==> src/hw/rtl/sbq_pkg.sv <==
package sbq_pkg;

  localparam int COEF_BITS     = 32;
  localparam int COEF_EXT_BITS = COEF_BITS + 1;
  localparam int STATE_BITS    = 56;
  localparam int REG_IDX_BITS  = 3;

  localparam logic [REG_IDX_BITS-1:0] REG_B0 = 3'd0;
  localparam logic [REG_IDX_BITS-1:0] REG_B1 = 3'd1;
  localparam logic [REG_IDX_BITS-1:0] REG_B2 = 3'd2;
  localparam logic [REG_IDX_BITS-1:0] REG_A1 = 3'd3;
  localparam logic [REG_IDX_BITS-1:0] REG_A2 = 3'd4;

  typedef logic [COEF_BITS-1:0]     coef_t;
  typedef logic [COEF_EXT_BITS-1:0] coef_ext_t;
  typedef logic [STATE_BITS-1:0]    state_t;

  // control of one serial multiply-accumulate unit
  typedef struct packed {
    logic load;
    logic start;
    logic step;
  } mac_ctl_t;

endpackage

==> src/hw/rtl/sbq_in_if.sv <==
interface sbq_in_if #(
  parameter int SAMPLE_BITS = 24
);
  logic                          valid;
  logic                          ready;
  logic                          channel;
  logic signed [SAMPLE_BITS-1:0] sample_in;

  modport source (output valid, output channel, output sample_in, input ready);
  modport sink (input valid, input channel, input sample_in, output ready);
endinterface

==> src/hw/rtl/sbq_out_if.sv <==
interface sbq_out_if #(
  parameter int SAMPLE_BITS = 24
);
  logic                          valid;
  logic                          ready;
  logic                          channel_out;
  logic signed [SAMPLE_BITS-1:0] sample_out;

  modport source (output valid, output channel_out, output sample_out, input ready);
  modport sink (input valid, input channel_out, input sample_out, output ready);
endinterface

==> src/hw/rtl/stereo_biquad_iir_filter.sv <==
// Stereo biquad filter, transposed direct form II, shared coefficients.
// Input channel in_i carries one word per sample: a channel bit and a signed
// sample. Output channel out_o returns one filtered, saturated word per input
// word with the channel bit echoed, in order of arrival.
// Coefficients b0, b1, b2, a1, a2 (signed, COEF_FRAC_BITS fraction bits) are
// written through cfg_we_i / cfg_idx_i / cfg_wdata_i; the user must do so only
// while the block is idle, which the block itself does not enforce; writes to
// indexes beyond a2 are dropped. Arithmetic is digit-serial: three
// multiply-accumulate units take the multiplier two bits per cycle and run over a
// W-bit result word, W = 58 at the default sizes. The first pass forms the output,
// the second the delays. A word is taken only while the block is idle, so the next
// word waits until the previous one has passed through both serial passes and been
// written back.
// Reset clears the delay state of both channels, loads b0 = 1.0 and the other
// coefficients to zero, and empties the output register.
// A finished word waits in the output register while the receiver stalls; the
// next input word is still taken and worked on, and only its final write-back
// waits until the output register is free.
module stereo_biquad_iir_filter #(
  parameter int SAMPLE_BITS    = 24,
  parameter int COEF_FRAC_BITS = 28,
  parameter int CHANNELS       = 2
) (
  input  logic                                 clk_i,
  input  logic                                 rst_ni,
  input  logic                                 cfg_we_i,
  input  logic [sbq_pkg::REG_IDX_BITS-1:0]     cfg_idx_i,
  input  logic [sbq_pkg::COEF_BITS-1:0]        cfg_wdata_i,
  sbq_in_if.sink                               in_i,
  sbq_out_if.source                            out_o
);

  localparam int SB     = SAMPLE_BITS;
  localparam int STB    = sbq_pkg::STATE_BITS;
  localparam int CEW    = sbq_pkg::COEF_EXT_BITS;
  localparam int W_RAW  = (SB + 31 > STB) ? SB + 33 : STB + 2;
  localparam int W      = W_RAW + (W_RAW % 2);
  localparam int STEPS  = W / 2;
  localparam int CNT_W  = $clog2(STEPS);
  localparam int CH_W   = (CHANNELS > 1) ? $clog2(CHANNELS) : 1;
  localparam int RND_POS = COEF_FRAC_BITS - 1;
  localparam int YHI    = COEF_FRAC_BITS + SB - 1;

  localparam logic [CNT_W-1:0] LAST_STEP = CNT_W'(STEPS - 1);
  localparam logic [CNT_W-1:0] RND_STEP  = CNT_W'(RND_POS / 2);
  localparam logic [1:0]       RND_DIG   = 2'(1 << (RND_POS % 2));
  localparam sbq_pkg::coef_t   B0_RST    = sbq_pkg::coef_t'(1 << COEF_FRAC_BITS);
  localparam logic [SB-1:0]    SMAX      = {1'b0, {(SB-1){1'b1}}};
  localparam logic [SB-1:0]    SMIN      = {1'b1, {(SB-1){1'b0}}};
  localparam sbq_pkg::state_t  ST_MAX    = {1'b0, {(STB-1){1'b1}}};
  localparam sbq_pkg::state_t  ST_MIN    = {1'b1, {(STB-1){1'b0}}};

  localparam logic [2:0] ST_IDLE = 3'd0;
  localparam logic [2:0] ST_FWD  = 3'd1;
  localparam logic [2:0] ST_MID  = 3'd2;
  localparam logic [2:0] ST_FBK  = 3'd3;
  localparam logic [2:0] ST_WB   = 3'd4;

  logic [2:0]       state_q, state_d;
  logic [CNT_W-1:0] cnt_q, cnt_d;
  logic             out_vld_q, out_vld_d;
  sbq_pkg::coef_t   b0_q, b0_d, b1_q, b1_d, b2_q, b2_d, a1_q, a1_d, a2_q, a2_d;
  sbq_pkg::state_t  s0_q [CHANNELS];
  sbq_pkg::state_t  s1_q [CHANNELS];

  logic [SB-1:0]    m_q, m_d;
  logic [SB-1:0]    y_q, y_d;
  logic             ch_q, ch_d;
  logic             out_ch_q, out_ch_d;
  logic [SB-1:0]    out_smp_q, out_smp_d;

  logic             in_acc, out_free, wb_fire;
  logic [CH_W-1:0]  in_idx, wb_idx;
  sbq_pkg::mac_ctl_t ctl_a, ctl_bc;
  sbq_pkg::coef_ext_t coef_a, coef_b, coef_c;
  logic [1:0]       rdig_a;
  logic [W-1:0]     load_a, load_b, acc_a, acc_b, acc_c;
  logic             y_fit, s0_fit, s1_fit;
  logic [SB-1:0]    y_val;
  sbq_pkg::state_t  s0_new, s1_new;

  assign in_i.ready = (state_q == ST_IDLE);
  assign in_acc     = in_i.valid && (state_q == ST_IDLE);
  assign out_free   = !out_vld_q || out_o.ready;
  assign wb_fire    = (state_q == ST_WB) && out_free;

  // channels past the last one share the state of the last one
  assign in_idx = (CHANNELS > 1) ? CH_W'(in_i.channel) : '0;
  assign wb_idx = (CHANNELS > 1) ? CH_W'(ch_q) : '0;

  assign ctl_a.load   = in_acc;
  assign ctl_a.start  = in_acc;
  assign ctl_a.step   = (state_q == ST_FWD);
  assign ctl_bc.load  = in_acc;
  assign ctl_bc.start = in_acc || (state_q == ST_MID);
  assign ctl_bc.step  = (state_q == ST_FWD) || (state_q == ST_FBK);

  assign coef_a = {b0_q[sbq_pkg::COEF_BITS-1], b0_q};
  assign coef_b = (state_q == ST_IDLE) ? {b1_q[sbq_pkg::COEF_BITS-1], b1_q}
                                       : '0 - {a1_q[sbq_pkg::COEF_BITS-1], a1_q};
  assign coef_c = (state_q == ST_IDLE) ? {b2_q[sbq_pkg::COEF_BITS-1], b2_q}
                                       : '0 - {a2_q[sbq_pkg::COEF_BITS-1], a2_q};

  // half-lsb rounding constant folded into the output pass
  assign rdig_a = (state_q == ST_FWD && cnt_q == RND_STEP) ? RND_DIG : 2'b00;

  assign load_a = {{(W-STB){s0_q[in_idx][STB-1]}}, s0_q[in_idx]};
  assign load_b = {{(W-STB){s1_q[in_idx][STB-1]}}, s1_q[in_idx]};

  sbq_mac #(.W(W), .CW(CEW)) u_mac_a (
    .clk_i  (clk_i),
    .ctl_i  (ctl_a),
    .coef_i (coef_a),
    .mdig_i (m_q[1:0]),
    .rdig_i (rdig_a),
    .load_i (load_a),
    .acc_o  (acc_a)
  );

  sbq_mac #(.W(W), .CW(CEW)) u_mac_b (
    .clk_i  (clk_i),
    .ctl_i  (ctl_bc),
    .coef_i (coef_b),
    .mdig_i (m_q[1:0]),
    .rdig_i (2'b00),
    .load_i (load_b),
    .acc_o  (acc_b)
  );

  sbq_mac #(.W(W), .CW(CEW)) u_mac_c (
    .clk_i  (clk_i),
    .ctl_i  (ctl_bc),
    .coef_i (coef_c),
    .mdig_i (m_q[1:0]),
    .rdig_i (2'b00),
    .load_i ('0),
    .acc_o  (acc_c)
  );

  // saturation of the rounded output and of the new delays
  assign y_fit  = (&acc_a[W-1:YHI]) || !(|acc_a[W-1:YHI]);
  assign y_val  = y_fit ? acc_a[YHI:COEF_FRAC_BITS] : (acc_a[W-1] ? SMIN : SMAX);
  assign s0_fit = (&acc_b[W-1:STB-1]) || !(|acc_b[W-1:STB-1]);
  assign s1_fit = (&acc_c[W-1:STB-1]) || !(|acc_c[W-1:STB-1]);
  assign s0_new = s0_fit ? acc_b[STB-1:0] : (acc_b[W-1] ? ST_MIN : ST_MAX);
  assign s1_new = s1_fit ? acc_c[STB-1:0] : (acc_c[W-1] ? ST_MIN : ST_MAX);

  always_comb begin
    state_d   = state_q;
    cnt_d     = cnt_q;
    out_vld_d = out_vld_q;
    m_d       = m_q;
    y_d       = y_q;
    ch_d      = ch_q;
    out_ch_d  = out_ch_q;
    out_smp_d = out_smp_q;
    b0_d      = b0_q;
    b1_d      = b1_q;
    b2_d      = b2_q;
    a1_d      = a1_q;
    a2_d      = a2_q;

    if (cfg_we_i) begin
      case (cfg_idx_i)
        sbq_pkg::REG_B0: b0_d = cfg_wdata_i;
        sbq_pkg::REG_B1: b1_d = cfg_wdata_i;
        sbq_pkg::REG_B2: b2_d = cfg_wdata_i;
        sbq_pkg::REG_A1: a1_d = cfg_wdata_i;
        sbq_pkg::REG_A2: a2_d = cfg_wdata_i;
        default:         b0_d = b0_q;
      endcase
    end

    if (out_o.ready) begin
      out_vld_d = 1'b0;
    end

    case (state_q)
      ST_IDLE: begin
        if (in_i.valid) begin
          m_d     = in_i.sample_in;
          ch_d    = in_i.channel;
          cnt_d   = '0;
          state_d = ST_FWD;
        end
      end
      ST_FWD: begin
        m_d   = {{2{m_q[SB-1]}}, m_q[SB-1:2]};
        cnt_d = cnt_q + 1'b1;
        if (cnt_q == LAST_STEP) begin
          state_d = ST_MID;
        end
      end
      ST_MID: begin
        m_d     = y_val;
        y_d     = y_val;
        cnt_d   = '0;
        state_d = ST_FBK;
      end
      ST_FBK: begin
        m_d   = {{2{m_q[SB-1]}}, m_q[SB-1:2]};
        cnt_d = cnt_q + 1'b1;
        if (cnt_q == LAST_STEP) begin
          state_d = ST_WB;
        end
      end
      ST_WB: begin
        if (out_free) begin
          out_vld_d = 1'b1;
          out_ch_d  = ch_q;
          out_smp_d = y_q;
          state_d   = ST_IDLE;
        end
      end
      default: begin
        state_d = ST_IDLE;
      end
    endcase
  end

  always_ff @(posedge clk_i or negedge rst_ni) begin
    if (!rst_ni) begin
      state_q   <= ST_IDLE;
      cnt_q     <= '0;
      out_vld_q <= 1'b0;
      b0_q      <= B0_RST;
      b1_q      <= '0;
      b2_q      <= '0;
      a1_q      <= '0;
      a2_q      <= '0;
      for (int i = 0; i < CHANNELS; i++) begin
        s0_q[i] <= '0;
        s1_q[i] <= '0;
      end
    end else begin
      state_q   <= state_d;
      cnt_q     <= cnt_d;
      out_vld_q <= out_vld_d;
      b0_q      <= b0_d;
      b1_q      <= b1_d;
      b2_q      <= b2_d;
      a1_q      <= a1_d;
      a2_q      <= a2_d;
      if (wb_fire) begin
        s0_q[wb_idx] <= s0_new;
        s1_q[wb_idx] <= s1_new;
      end
    end
  end

  always_ff @(posedge clk_i) begin
    m_q       <= m_d;
    y_q       <= y_d;
    ch_q      <= ch_d;
    out_ch_q  <= out_ch_d;
    out_smp_q <= out_smp_d;
  end

  assign out_o.valid       = out_vld_q;
  assign out_o.channel_out = out_ch_q;
  assign out_o.sample_out  = out_smp_q;

endmodule

==> src/hw/rtl/sbq_mac.sv <==
module sbq_mac #(
  parameter int W  = 58,
  parameter int CW = 33
) (
  input  logic             clk_i,
  input  sbq_pkg::mac_ctl_t ctl_i,
  input  logic [CW-1:0]    coef_i,
  input  logic [1:0]       mdig_i,
  input  logic [1:0]       rdig_i,
  input  logic [W-1:0]     load_i,
  output logic [W-1:0]     acc_o
);

  localparam int PW = CW + 2;
  localparam int SW = CW + 4;

  logic [CW-1:0] coef_q, coef_d;
  logic [PW-1:0] p_q, p_d;
  logic [W-1:0]  sr_q, sr_d;
  logic [SW-1:0] c_ext, pp0, pp1, sum;

  assign c_ext = {{(SW-CW){coef_q[CW-1]}}, coef_q};
  assign pp0   = mdig_i[0] ? c_ext : '0;
  assign pp1   = mdig_i[1] ? {c_ext[SW-2:0], 1'b0} : '0;
  // radix-4 partial product plus the addend digit leaving the bottom of the shift register
  assign sum   = {{(SW-PW){p_q[PW-1]}}, p_q} + pp0 + pp1
               + {{(SW-2){1'b0}}, sr_q[1:0]} + {{(SW-2){1'b0}}, rdig_i};

  always_comb begin
    coef_d = coef_q;
    p_d    = p_q;
    sr_d   = sr_q;
    if (ctl_i.step) begin
      p_d  = sum[SW-1:2];
      sr_d = {sum[1:0], sr_q[W-1:2]};
    end
    if (ctl_i.start) begin
      p_d    = '0;
      coef_d = coef_i;
    end
    if (ctl_i.load) begin
      sr_d = load_i;
    end
  end

  always_ff @(posedge clk_i) begin
    coef_q <= coef_d;
    p_q    <= p_d;
    sr_q   <= sr_d;
  end

  assign acc_o = sr_q;

endmodule

==> src/flat_wrapper.sv <==
// flat-port wrapper written by rule: the top's interface ports become plain ports
module stereo_biquad_iir_filter_flat 
#(
  parameter int SAMPLE_BITS    = 24,
  parameter int COEF_FRAC_BITS = 28,
  parameter int CHANNELS       = 2
)
  (clk_i, rst_ni, cfg_we_i, cfg_idx_i, cfg_wdata_i, in_i_valid, in_i_channel, in_i_sample_in, in_i_ready, out_o_valid, out_o_channel_out, out_o_sample_out, out_o_ready);
  sbq_in_if #(.SAMPLE_BITS(SAMPLE_BITS)) in_i_i ();
  sbq_out_if #(.SAMPLE_BITS(SAMPLE_BITS)) out_o_i ();
  input  logic clk_i;
  input  logic rst_ni;
  input  logic cfg_we_i;
  input  logic [sbq_pkg::REG_IDX_BITS-1:0] cfg_idx_i;
  input  logic [sbq_pkg::COEF_BITS-1:0] cfg_wdata_i;
  input wire logic [$bits(in_i_i.valid)-1:0] in_i_valid;
  input wire logic [$bits(in_i_i.channel)-1:0] in_i_channel;
  input wire logic [$bits(in_i_i.sample_in)-1:0] in_i_sample_in;
  output wire logic [$bits(in_i_i.ready)-1:0] in_i_ready;
  output wire logic [$bits(out_o_i.valid)-1:0] out_o_valid;
  output wire logic [$bits(out_o_i.channel_out)-1:0] out_o_channel_out;
  output wire logic [$bits(out_o_i.sample_out)-1:0] out_o_sample_out;
  input wire logic [$bits(out_o_i.ready)-1:0] out_o_ready;
  assign in_i_i.valid = in_i_valid;
  assign in_i_i.channel = in_i_channel;
  assign in_i_i.sample_in = in_i_sample_in;
  assign in_i_ready = in_i_i.ready;
  assign out_o_valid = out_o_i.valid;
  assign out_o_channel_out = out_o_i.channel_out;
  assign out_o_sample_out = out_o_i.sample_out;
  assign out_o_i.ready = out_o_ready;
  stereo_biquad_iir_filter #(.SAMPLE_BITS(SAMPLE_BITS), .COEF_FRAC_BITS(COEF_FRAC_BITS), .CHANNELS(CHANNELS)) u_core (.clk_i(clk_i), .rst_ni(rst_ni), .cfg_we_i(cfg_we_i), .cfg_idx_i(cfg_idx_i), .cfg_wdata_i(cfg_wdata_i), .in_i(in_i_i), .out_o(out_o_i));
endmodule
==> config.mk <==
export PLATFORM = sky130hd
export DESIGN_NAME = stereo_biquad_iir_filter_flat
export DESIGN_NICKNAME = d
export VERILOG_FILES = /design/src/hw/rtl/sbq_pkg.sv /design/src/hw/rtl/sbq_in_if.sv /design/src/hw/rtl/sbq_out_if.sv /design/src/hw/rtl/stereo_biquad_iir_filter.sv /design/src/hw/rtl/sbq_mac.sv /design/src/flat_wrapper.sv
export SDC_FILE = /design/constraint.sdc
export NUM_CORES = 2
export LEC_CHECK = 0
export ABC_AREA = 1
export BUFFER_PORTS_ARGS = -buffer_cell sky130_fd_sc_hd__clkbuf_2
export CORE_MARGIN = 2
export CORE_UTILIZATION = 40
export DETAILED_ROUTE_END_ITERATION = 10
export SYNTH_ARGS = -nofsm -noshare
export SYNTH_HDL_FRONTEND = slang
export SYNTH_SLANG_ARGS = --single-unit
==> constraint.sdc <==
create_clock -name clk_i -period 4.5 [get_ports clk_i]
set_clock_uncertainty 0.05 [all_clocks]
set_input_delay 0.225 -clock clk_i [delete_from_list [all_inputs] [get_ports clk_i]]
set_output_delay 0.225 -clock clk_i [all_outputs]
set_load 0.005 [all_outputs]
======== Yosys cells after proc, flatten, opt, wreduce, memory -nomap -nowiden ========
Cells that the tools add are included.
storage, ports and cells
  flip-flop bits (word level) ............. 844
  bits of input ports ..................... 65
  output and inout port bits .............. 27
operators by class
  add/subtract/negate cells ............... 13
  $lt $le $gt $ge ......................... 3
  eq/ne operators ......................... 14
  multiplexer cells ....................... 41
  bitwise logic cells ..................... 3
  reduce and logical (&&, ||, !) cells .... 37
operator list
  cell                                                                   count
  56-bit two-way mux                                                     11
  58-bit two-way mux                                                     4
  112-bit bitwise mux                                                    2
  37-bit adder                                                           6
  37-bit two-way mux                                                     6
  37-bit by 2-bit adder with 37-bit output                               4
  24-bit two-way mux                                                     3
  24-bit one-hot mux with 3 select lines                                 1
  33-bit two-way mux                                                     2
  1-bit by 32-bit subtractor with 33-bit output, first input constant    2
  56-bit demux with 1-bit select                                         1
  2-bit AND reduction                                                    8
  3-bit one-hot mux with 5 select lines                                  1
  5-bit one-hot mux with 3 select lines                                  1
  3-bit by 2-bit equality test with 1-bit output, second input constant  4
  3-bit two-way mux                                                      4
  3-bit AND reduction                                                    3
  7-bit AND reduction                                                    1
  7-bit OR reduction                                                     1
  3-bit by 1-bit equality test with 1-bit output, second input constant  2
  3-bit equality test, second input constant                             2
  3-bit logical NOT                                                      2
  1-bit logical OR                                                       6
  2-bit inequality test, second input constant                           3
  18 further kinds                                                       31

======== Logic depth before layout (Yosys ltp) ========
  depth in word-level cells ............... 7
  gate-level depth with buffers ........... 22
  gate-level depth less buffers ........... 20

======== Hierarchy ========
A second synthesis with hierarchy kept.
second synthesis, totals
  cells, all modules ...................... 6,028
  area, all modules ....................... 48,699.2 µm²
by module, submodules not included
  module                        instances  cells an instance  area an instance (µm²)
  stereo_biquad_iir_filter      1          2,390              21,336.7
  sbq_mac (u_core.u_mac_a ...)  2          1,213              9,111.2
  sbq_mac (u_core.u_mac_c)      1          1,212              9,140.0

======== Least setup slack after synthesis ========
No wires, ideal clock.
  path type ............................... register to register
  start ................................... register u_core.m_q[0]
  end ..................................... register u_core.u_mac_a.p_q[12]
  setup time .............................. 0.056 ns
  data arrival time ....................... 3.270 ns
  path slack .............................. 1.124 ns
  cell stages (with the launch flop) ...... 20
  buffers on the path ..................... 3
  period minus slack after synthesis ...... 3.376 ns
  path through ............................ edfxtp_1 > clkbuf_1 > clkbuf_1 > buf_1 > nand2_1 > fa_1 > inv_1 > ha_1 > ha_1 > nand2_1 > nor2_1 > nand3_1 > nand3_1 > nand2_1 > nand2_1 > inv_1 > or2_2 > nand3_1 > nand2_1 > inv_1
between the ends
  cells in the longest elaborated chain, start to end .. 5
ends and longest elaborated chain
  item                                                   RTL line                         RTL
  start: declaration                                     stereo_biquad_iir_filter.sv:66   logic [SB-1:0] m_q, m_d;
  start signal: assignment                               stereo_biquad_iir_filter.sv:252  m_q <= m_d;
  37-bit two-way mux                                     sbq_mac.sv:23                    assign pp0 = mdig_i[0] ? c_ext : '0;
  37-bit adder (2 in a row)                              sbq_mac.sv:26                    assign sum = {{(SW-PW){p_q[PW-1]}}, p_q} + pp0 + pp1
  37-bit by 2-bit adder with 37-bit output (2 in a row)  sbq_mac.sv:27                    + {{(SW-2){1'b0}}, sr_q[1:0]} + {{(SW-2){1'b0}}, rdig_i};
  end signal: assignment                                 sbq_mac.sv:48                    p_q <= p_d;
  end: declaration                                       sbq_mac.sv:18                    logic [PW-1:0] p_q, p_d;
Every way passes these cells.
A chain may end at the register's enable or synchronous reset.

======== Final worst setup path ========
  start ................................... register u_core.m_q[1]
  end ..................................... register u_core.u_mac_a.p_q[27]
between the ends
  cells in the longest elaborated chain, start to end .. 4
ends and longest elaborated chain
  item                                                   RTL line       RTL
  37-bit two-way mux                                     sbq_mac.sv:24  assign pp1 = mdig_i[1] ? {c_ext[SW-2:0], 1'b0} : '0;
  37-bit adder                                           sbq_mac.sv:26
  37-bit by 2-bit adder with 37-bit output (2 in a row)  sbq_mac.sv:27
Every way passes these cells.

==> impl_metrics.env <==
export IMPL_outcome="finished clean"
export IMPL_maxSlewHeadroom_pct=23.7
export IMPL_antenna_found_initial=1
export IMPL_io_pins=92
export IMPL_final_net_count=6310
export IMPL_drtIter0Drc=2635
export IMPL_grt_pass1_vias=36633
export IMPL_clock_fmax_mhz=259
export IMPL_max_cap_violations=0
export IMPL_post_cts_setup_buffer_count=0
export IMPL_globalplace_congestion=0.910
export IMPL_drive_gt1_share_pct=5.53
export IMPL_synthFlopType="dfrtp_1"
export IMPL_htree_levels=3
export IMPL_portBuffers=91
export IMPL_synth_edf_count=288
export IMPL_finalSetupTns_ns=0
export IMPL_synth_async_sr_flop_share_pct=46.6
export IMPL_cts_resized_gates=0
export IMPL_dieWidth_um=347
export IMPL_die_h_um=347
export IMPL_r2r_start="u_core.m_q[1]"
export IMPL_dr_pass1_iters=6
export IMPL_ys_seq_elements=844
export IMPL_postRouteAntennaNets=0
export IMPL_crit_arrival_ns=4.37
export IMPL_startpoint_type="register"
export IMPL_timing_final_crit_share_pct=85.8
export IMPL_synthesis_nets=6271
export IMPL_fin_util_pct=45.2
export IMPL_syn_inst=5953
export IMPL_r2r_end="u_core.u_mac_a.p_q[27]"
export IMPL_overflow=0
export IMPL_crit_required_ns=5.01
export IMPL_holdPathEnd="u_core.b0_q[6]"
export IMPL_ys_seq_area_share_pct=46.3
export IMPL_cts_inserted_buffers=93
export IMPL_hp_start="cfg_wdata_i[6]"
export IMPL_hold_violations=0
export IMPL_syn_area_um2=47000
export IMPL_coreArea_um2=116000
export IMPL_ys_types=50
export IMPL_cts_sinks=844
export IMPL_ys_warn_count=0
export IMPL_dieArea_um2=120000
export IMPL_routed_via_density=4.95
export IMPL_grt_pass1_wl_mm=197
export IMPL_grt_usage_pct=20.0
export IMPL_worst_setup_path_end_kind="register"
export IMPL_clkLatencyLatePin_ns=0.69
export IMPL_hold_path_class="input pin to register"
export IMPL_syn_avg_cell_area_um2=7.90
export IMPL_clkTransAtPathRegs_ns=0.06
export IMPL_dp_hpwl_mm=84.0
export IMPL_cts_tree="built"
export IMPL_start_util_pct=40.4
export IMPL_rows=125
export IMPL_finalWirelength_mm=120
export IMPL_worstSetupPathType="register to register"
export IMPL_setup_violations_final=0
export IMPL_cp_max_fo=21
export IMPL_syn_to_final_growth_pct=12.0
export IMPL_min_delay_path_depth=3
export IMPL_rsz0062_at_grt="no"
export IMPL_drt_wirelength_per_cell_um=15.9
export IMPL_grt_max_degree=150
export IMPL_tightest_slew_ns=1.14
export IMPL_route_detailed_drc=0
export IMPL_period_needed_ns=3.86
export IMPL_vias=37599
export IMPL_drv_slew=0
export IMPL_r2r_setup_slack_ns=0.64
export IMPL_clockBufferDepth=3
export IMPL_rr_worst_depth=15
export IMPL_cts_root_buf="clkbuf_16"
cell usage in the layout, fill, tap and decap left out, types with 13 or more instances in the layout:
| cell | instances |
|---|---|
| xnor2_1 | 13 |
| o21ai_0 | 815 |
| xor2_1 | 58 |
| nand3_1 | 219 |
| clkbuf_2 | 89 |
| inv_1 | 988 |
| nor2_1 | 256 |
| ha_1 | 144 |
| clkinv_2 | 23 |
| nor3_1 | 39 |
| edfxtp_1 | 288 |
| dlygate4sd3_1 | 55 |
| o211ai_1 | 35 |
| clkbuf_1 | 17 |
| buf_4 | 34 |
| o21bai_1 | 96 |
| clkbuf_16 | 97 |
| nand2_1 | 1743 |
| a31oi_1 | 19 |
| dfxtp_1 | 163 |
| dfrtp_1 | 392 |
| a21oi_1 | 221 |
| fa_1 | 109 |
| nand4_1 | 23 |
state kept, by name (all words and copies together), names as in the netlist, 35 cells and up:
name	cells
u_core.u_mac_c.p_q	35
u_core.s0_q	112
u_core.u_mac_c.acc_o	58
u_core.u_mac_b.p_q	35
u_core.u_mac_a.acc_o	58
u_core.u_mac_b.acc_o	58
u_core.u_mac_a.p_q	35
u_core.s1_q	112
how the worst max path moves through the flow:
stage | endpoint | start | slack [ns] | depth (start not counted)
finish | u_core.u_mac_a.p_q[27] | u_core.m_q[1] | 0.64 | 15
global route | u_core.u_mac_a.p_q[27] | u_core.m_q[1] | 0.24 | 15
CTS | u_core.u_mac_a.p_q[27] | u_core.m_q[1] | 0.64 | 15
detailed placement | u_core.u_mac_a.p_q[28] | u_core.m_q[1] | 0.66 | 16
global placement | u_core.u_mac_a.p_q[28] | u_core.m_q[1] | 0.62 | 16
floorplan | u_core.u_mac_a.p_q[12] | u_core.m_q[0] | 1.12 | 19
synth_stat cells (all sizes together), types with 5 or more instances:
cell type / count / area share, %
nand2: 1755 / 14
inv: 994 / 7.9
o21ai: 825 / 8.8
dfrtp: 392 / 21
edfxtp: 288 / 18
nor2: 268 / 2.2
a21oi: 222 / 2.4
nand3: 222 / 2.4
clkbuf: 171 / 1.4
dfxtp: 163 / 6.9
ha: 144 / 3.8
fa: 109 / 4.6
o21bai: 96 / 1.5
buf: 77 / 1.0
xor2: 58 / 1.1
nor3: 44 / 0.54
o211ai: 35 / 0.56
nand4: 23 / 0.31
a31oi: 19 / 0.25
xnor2: 13 / 0.24
nand3b: 7 / 0.11
nor4: 5 / 0.067
layout make-up:
class                           instances  area [um2]
Fill cell                           11668       63700
Sequential cell                       844       21700
Multi-Input combinational cell       3867       20500
Inverter                              994        3740
Clock buffer                          122        2600
Tap cell                             1524        1910
Timing Repair Buffer                  192        1520
Clock inverter                         54         632
Antenna cell                            1        2.50
cell families (layout without fill, tap and decap cells):
kind of cell | count (synthesis) | in the layout | synth area share, %
compound gates | 1209 | 1209 | 13.8
buf+inv | 1242 | 1362 | 10.3
mux | 2 | 2 | 0.0479
flops | 844 | 844 | 46.3
fa+ha+maj | 253 | 253 | 8.48
other cells | 0 | 1 | 0
xor+xnor | 71 | 71 | 1.32
simple gates | 2332 | 2332 | 19.8
layer usage:
metal  vias up  part of all wire [%]  GRT usage, %  routed length [um]
met3       159                   4.1          2.55                4890
met5         -                     0             0                   0
met2       742                    47          33.4               56100
met1     17729                    47          27.6               56800
li1      18969                     -             -                   -
met4         0                   2.2          5.15                2640
per-stage QoR:
stage	cells	cell area [um2]	hold slack (ns)	setup slack, ns
after floorplan	5953	47000	-0.121	1.12
after global placement	7366	48900	0.237	0.619
after detailed placement	7366	48900	0.244	0.665
after CTS	7597	52600	0.0113	0.642
after global routing	7597	52600	0.0316	0.244
final	7598	52700	0.0656	0.637
timing repair:
action | 4_1_cts | 5_1_grt
endpoints found under the hold margin | 238 | 0
hold buffers | 55 | 0
endpoints found under the setup margin | 0 | 0
worst max-delay path, cell delays in order (launching register included):
cell,delay [ns]
edfxtp_1,0.88
buf_4,0.33
nand2_1,0.09
fa_1,0.50
inv_1,0.04
ha_1,0.29
ha_1,0.45
nand2_1,0.14
nor2_1,0.21
nand2_1,0.12
nor3_1,0.14
nand2_1,0.14
nand3_1,0.10
nand3_1,0.11
nand2_1,0.09
inv_1,0.04
Power is not shown: default switching activity piles up to over one toggle a cycle in this logic, so the estimate is an artifact.
